`src/rtl/e2r_pkg.sv`:
```
// Package for the Euler-angle to rotation-matrix block.
// Holds widths, CORDIC constants and the types shared by the cell and the top level.
package e2r_pkg;
	localparam int ANGLE_BITS = 16;
	localparam int COEF_BITS = 16;
	localparam int STEPS = 16;
	localparam int FRAC = 30;
	localparam int OUT_F = COEF_BITS - 2;
	localparam logic signed [31:0] CORDIC_GAIN = 32'sh26DD3B6A;
	localparam logic [63:0] TURN_SCALE = 64'd683565276;

	// CORDIC working values: x and y in Q1.30 (grow a little), residual angle
	typedef struct packed {
		logic signed [33:0] x;
		logic signed [33:0] y;
		logic signed [31:0] z;
	} cordic_t;

	typedef struct packed {
		cordic_t cx;
		cordic_t cy;
		cordic_t cz;
		logic [1:0] kx;
		logic [1:0] ky;
		logic [1:0] kz;
	} lane_t;

	function automatic logic signed [31:0] atan_turn(input logic [3:0] i);
		logic signed [31:0] r;
		begin
			unique case (i)
				4'd0: r = 32'sh20000000;
				4'd1: r = 32'sh12E4051E;
				4'd2: r = 32'sh09FB385B;
				4'd3: r = 32'sh051111D4;
				4'd4: r = 32'sh028B0D43;
				4'd5: r = 32'sh0145D7E1;
				4'd6: r = 32'sh00A2F61E;
				4'd7: r = 32'sh00517C55;
				4'd8: r = 32'sh0028BE53;
				4'd9: r = 32'sh00145F2F;
				4'd10: r = 32'sh000A2F98;
				4'd11: r = 32'sh000517CC;
				4'd12: r = 32'sh00028BE6;
				4'd13: r = 32'sh000145F3;
				4'd14: r = 32'sh0000A2FA;
				default: r = 32'sh0000517D;
			endcase
			return r;
		end
	endfunction
endpackage

```
`src/rtl/e2r_cell.sv`:
```
// One CORDIC rotation cell: advances the three angles of one item by one step.
// Depends on e2r_pkg.
module e2r_cell (
	input  logic                 clk,
	input  logic                 arst_n,
	input  logic [3:0]           step,
	input  logic                 en,
	input  logic                 vld_in,
	input  e2r_pkg::lane_t       lane_in,
	output logic                 vld_q,
	output e2r_pkg::lane_t       lane_q
);
	import e2r_pkg::*;

	function automatic cordic_t rot(input cordic_t c, input logic [3:0] i);
		cordic_t r;
		logic signed [33:0] xs;
		logic signed [33:0] ys;
		begin
			xs = c.x >>> i;
			ys = c.y >>> i;
			if (!c.z[31]) begin
				r.x = c.x - ys;
				r.y = c.y + xs;
				r.z = c.z - atan_turn(i);
			end else begin
				r.x = c.x + ys;
				r.y = c.y - xs;
				r.z = c.z + atan_turn(i);
			end
			return r;
		end
	endfunction

	always_ff @(posedge clk or negedge arst_n) begin
		if (!arst_n) begin
			vld_q <= 1'b0;
		end else if (en) begin
			vld_q <= vld_in;
		end
	end

	always_ff @(posedge clk) begin
		if (en) begin
			lane_q.cx <= rot(lane_in.cx, step);
			lane_q.cy <= rot(lane_in.cy, step);
			lane_q.cz <= rot(lane_in.cz, step);
			lane_q.kx <= lane_in.kx;
			lane_q.ky <= lane_in.ky;
			lane_q.kz <= lane_in.kz;
		end
	end
endmodule

```
`config.mk`:
```
export PLATFORM = sky130hd
export DESIGN_NAME = e2r_cell
export DESIGN_NICKNAME = d
export VERILOG_FILES = /design/src/rtl/e2r_pkg.sv /design/src/rtl/e2r_cell.sv
export SDC_FILE = /design/constraint.sdc
export NUM_CORES = 2
export LEC_CHECK = 0
export ABC_AREA = 1
export BUFFER_PORTS_ARGS = -buffer_cell sky130_fd_sc_hd__buf_2
export CAP_MARGIN = 20
export CORE_UTILIZATION = 37
export DETAILED_ROUTE_END_ITERATION = 8
export SLEW_MARGIN = 20
export SYNTH_ARGS = -nofsm -noshare
export SYNTH_HDL_FRONTEND = slang
export SYNTH_SLANG_ARGS = --single-unit
```
`constraint.sdc`:
```
create_clock -name clk -period 0.8 [get_ports clk]
set_clock_uncertainty 0.1 [all_clocks]
set_input_delay 0.08 -clock clk [delete_from_list [all_inputs] [get_ports clk]]
set_output_delay 0.08 -clock clk [all_outputs]
set_load 0.02 [all_outputs]
```
==> results list <==
- Setup tns final: -839.45 ns
* Top fanout value on the critical path: 14
- Setup repair after global routing could not meet its margin everywhere.
- Die W: 338.4 um
- Net count of the mapped netlist: 7256
- Layout fillers: 10582
- The run finished, with violations left.
- Vias in the first global route: 53356
- Site Rows: 123
- Reported max-cap violation count: 0
- Derived from the worst setup path, the maximum achievable clock frequency is 281.5 MHz.
- Worst Hold Class: in -> reg
- Cells after Synth: 6631
* Unique masters post-synth: 49
- For this run, the total global-route usage over all layers was measured as 34.50%.
* TritonCTS buffer count: 39
- The H-tree generated during clock tree synthesis spans 2 levels.
- Fin crit share: 444.0%
* Maximum number of pins on one net before global-route repair: 52
- Final hold violation count: 94
- DRC violation total after the first TritonRoute iteration: 4707
- The endpoint identified for the worst register-to-register timing path is vld_q.
- Along the worst hold path, the cell count comes to 2.
- Commonest non-fill, non-tap cells in the layout: sky130_fd_sc_hd__buf_4, sky130_fd_sc_hd__nand2_1, sky130_fd_sc_hd__nand3_1, sky130_fd_sc_hd__buf_2, sky130_fd_sc_hd__inv_1
- Top-Level Pins: 621
- The slowest stage of the critical path is the sky130_fd_sc_hd__bufbuf_16 cell.
- Wire length reported by the detailed router: 207600 um
* Maximum clock insertion buffer count: 3
* Count of hold buffers inserted by post-cts repair: 9
* Number of remaining DRC errors: 0
- The first TritonRoute pass finished after 7 iterations.
- The first global-routing pass estimated 307000 um of wire.
* Via density per instance: 5.248
- Most common cell type on the critical path: sky130_fd_sc_hd__nand2_1
- For this design the ratio of total power to cell area is 1771 mW/mm2.
- Type of the worst setup path: in -> reg
- Count of pins over their slew limit: 0
- Leakage power: 0.03434 uW
* Die outline area: 0.1145 mm2
* Clock Pin Slew Worst Setup and Hold Paths: 0.06 ns
* Crit path DAT: 3.81 ns
* Family with the most delay on the worst path: simple AND/OR/NAND/NOR gates
- In this design, the stage delay of the slowest critical-path cell is 0.32 ns.
- After routing the design area is 0.06853 mm2.
* Clock tree from TritonCTS: done
* Hold Slack: -0.3311 ns
- The congestion estimate from routability-driven global placement came to 1.049.
- Clock tree root buffer cell: sky130_fd_sc_hd__clkbuf_16
* # setup viols final: 608
* Die extent in y: 338.4 um
* Setup slack of the most critical reg-to-reg path: -0.04 ns
* Synth async-reset ratio: 0.3257%
- Once detailed placement completed, the half-perimeter wirelength came to 171400 um.
- The region available for standard cell placement spans 0.1123 mm2.
- Final min period: 3.552 ns
- Clock tree synthesis found a total of 307 sinks.
- The design draws 121400 uW.
- Antenna violations before repair: 32
* DP Worst Slack: -3.644 ns
- Cell area after synthesis: 0.04188 mm2
- The worst register-to-register path has a depth of 1.
- Req. time, crit path: 1.06 ns
- In the final layout, the share of cells above drive strength 1 is 40.14%.
- Post-Synthesis Mean Instance Area: 6.316 um2
- The library cell used most frequently in the layout, excluding fill and tap cells, is sky130_fd_sc_hd__buf_4.
- Post-synthesis sequential area ratio: 22.00%
- Layout Area Growth over Synthesis: 63.62%
- Flop and latch count out of synthesis: 307
- After the last flow step, the layout net total stands at 9881.
- The final reports fail on negative hold slack, negative setup slack.
- Slew at the pin with the worst max-slew slack: 0.7592 ns
- The critical path runs through a total of 27 cells.
- The Yosys step of the flow raised 0 warnings.
- Quantity of I/O buffers inserted on ports: 620
- Final ANT Viol Nets: 0
* Worst-case headroom to the max-slew limit: 48.85%
* Type of origin of the critical path: input pin
* Clock Latency Late Sink: 0.60 ns
* Hold path startpoint: lane_in[6]
- The worst hold path terminates at lane_q[6].
* Final worst-path setup slack: -2.752 ns
- VDD sags by at most 1.914 mV.
* Starting utilization of the core area: 37.28%
- The startpoint identified for the worst register-to-register timing path is vld_q.
- The most used flip-flop cell after synthesis is sky130_fd_sc_hd__edfxtp_1.
- CP Buf/Inv Count: 8
- Number of synthesized flops with an enable pin: 306
* Routed length per placed instance: 19.23 um
- Vias post-DR: 56656
- Area after detailed placement: 0.06218 mm2
* Aggregate global routing overflow: 0
* Kind of end point of the critical path: flip-flop
-- flip-flops by register name (all words and copies together) (netlist names) --
name    cells
vld_q       1
lane_q    306
-- Yosys cell counts, types with 18 or more instances --
cell type | number | area, um2
sky130_fd_sc_hd__nor2_1 | 561 | 2106
sky130_fd_sc_hd__buf_6 | 23 | 259.0
sky130_fd_sc_hd__a31oi_1 | 31 | 193.9
sky130_fd_sc_hd__a21oi_1 | 384 | 1922
sky130_fd_sc_hd__xnor2_1 | 140 | 1226
sky130_fd_sc_hd__nand3_1 | 1130 | 5655
sky130_fd_sc_hd__inv_1 | 514 | 1929
sky130_fd_sc_hd__buf_1 | 28 | 105.1
sky130_fd_sc_hd__a21o_1 | 52 | 390.4
sky130_fd_sc_hd__edfxtp_1 | 306 | 9189
sky130_fd_sc_hd__nor4_1 | 20 | 125.1
sky130_fd_sc_hd__nand3b_1 | 21 | 157.7
sky130_fd_sc_hd__buf_2 | 95 | 475.5
sky130_fd_sc_hd__ha_1 | 302 | 3779
sky130_fd_sc_hd__nand2_1 | 2024 | 7597
sky130_fd_sc_hd__o21ai_1 | 40 | 200.2
sky130_fd_sc_hd__o21bai_1 | 34 | 255.2
sky130_fd_sc_hd__xor2_1 | 265 | 2321
sky130_fd_sc_hd__nor2_2 | 18 | 112.6
sky130_fd_sc_hd__clkbuf_1 | 53 | 198.9
sky130_fd_sc_hd__o21ai_0 | 285 | 1426
sky130_fd_sc_hd__nor3_1 | 47 | 235.2
sky130_fd_sc_hd__o211ai_1 | 23 | 172.7
sky130_fd_sc_hd__nand4_1 | 55 | 344.1
sky130_fd_sc_hd__buf_4 | 22 | 165.2
sky130_fd_sc_hd__o21ai_2 | 28 | 245.2
-- area by class of cell --
class / count / area, um2 / area share, %
sequential: 307 / 9214 / 13.45
clock inverter: 23 / 274.0 / 0.3999
tap: 1500 / 1877 / 2.739
clock buffer: 46 / 1012 / 1.477
inverter: 532 / 2041 / 2.978
timing repair buffer: 2803 / 20670 / 30.16
antenna: 11 / 27.53 / 0.04017
multi-input combinational: 5573 / 33410 / 48.76
-- stage by stage --
step | util, % | hold slack [ns] | std cells
6_report | 61.00 | -0.3311 | 10795
5_1_grt | 60.99 | -0.3466 | 10791
4_1_cts | 59.28 | -0.3648 | 10749
3_5_place_dp | 55.35 | -0.2445 | 10592
3_3_place_gp | 55.35 | -0.2460 | 10592
2_1_floorplan | - | -0.3156 | 6631
-- worst max path at each step --
stage             from          end  slack, ns
2_1_floorplan  step[0]  lane_q[136]      -3.09
3_3_place_gp   step[0]   lane_q[67]      -3.54
3_5_place_dp   step[0]   lane_q[67]      -3.64
4_1_cts        step[0]  lane_q[136]      -2.61
5_1_grt        step[0]   lane_q[34]      -2.99
6_report       step[0]  lane_q[169]      -2.75
-- logic make-up (layout without fill, tap and decap cells) --
logic type | Yosys count | after routing | share of synthesized area (%)
DFF | 307 | 307 | 22.00
and+or+nand+nor | 3912 | 3914 | 39.67
AOI/OAI and AO/OA | 942 | 942 | 12.73
xor gates and xnor gates | 405 | 405 | 8.470
buffers and inverters | 753 | 3404 | 7.654
muxes | 1 | 1 | 0.02689
other | 0 | 11 | 0
adders and majority gates | 311 | 311 | 9.452
-- layer usage --
metal  GRT usage (%)  vias to the layer above  share of wire (%)
li1                -                    27664                  -
met1           46.31                    26124                 43
met4           15.90                       34                5.2
met5               0                        -               0.10
met3           6.576                      440                8.6
met2           53.29                     2394                 43
-- report_power, final --
group	internal (uW)	switching [uW]	leakage, uW
clock	10500	8040	0.000627
combinational	34600	42800	0.0307
sequential	23800	1650	0.00301
-- timing repair --
action	CTS	global route
pin swaps	183	141
gates cloned	14	1
buffers inserted	65	34
hold endpoints to repair	156	88
resized for setup	523	411
endpoints found under the setup margin	608	608
No activity file was read; power rests on OpenSTA's default activity.
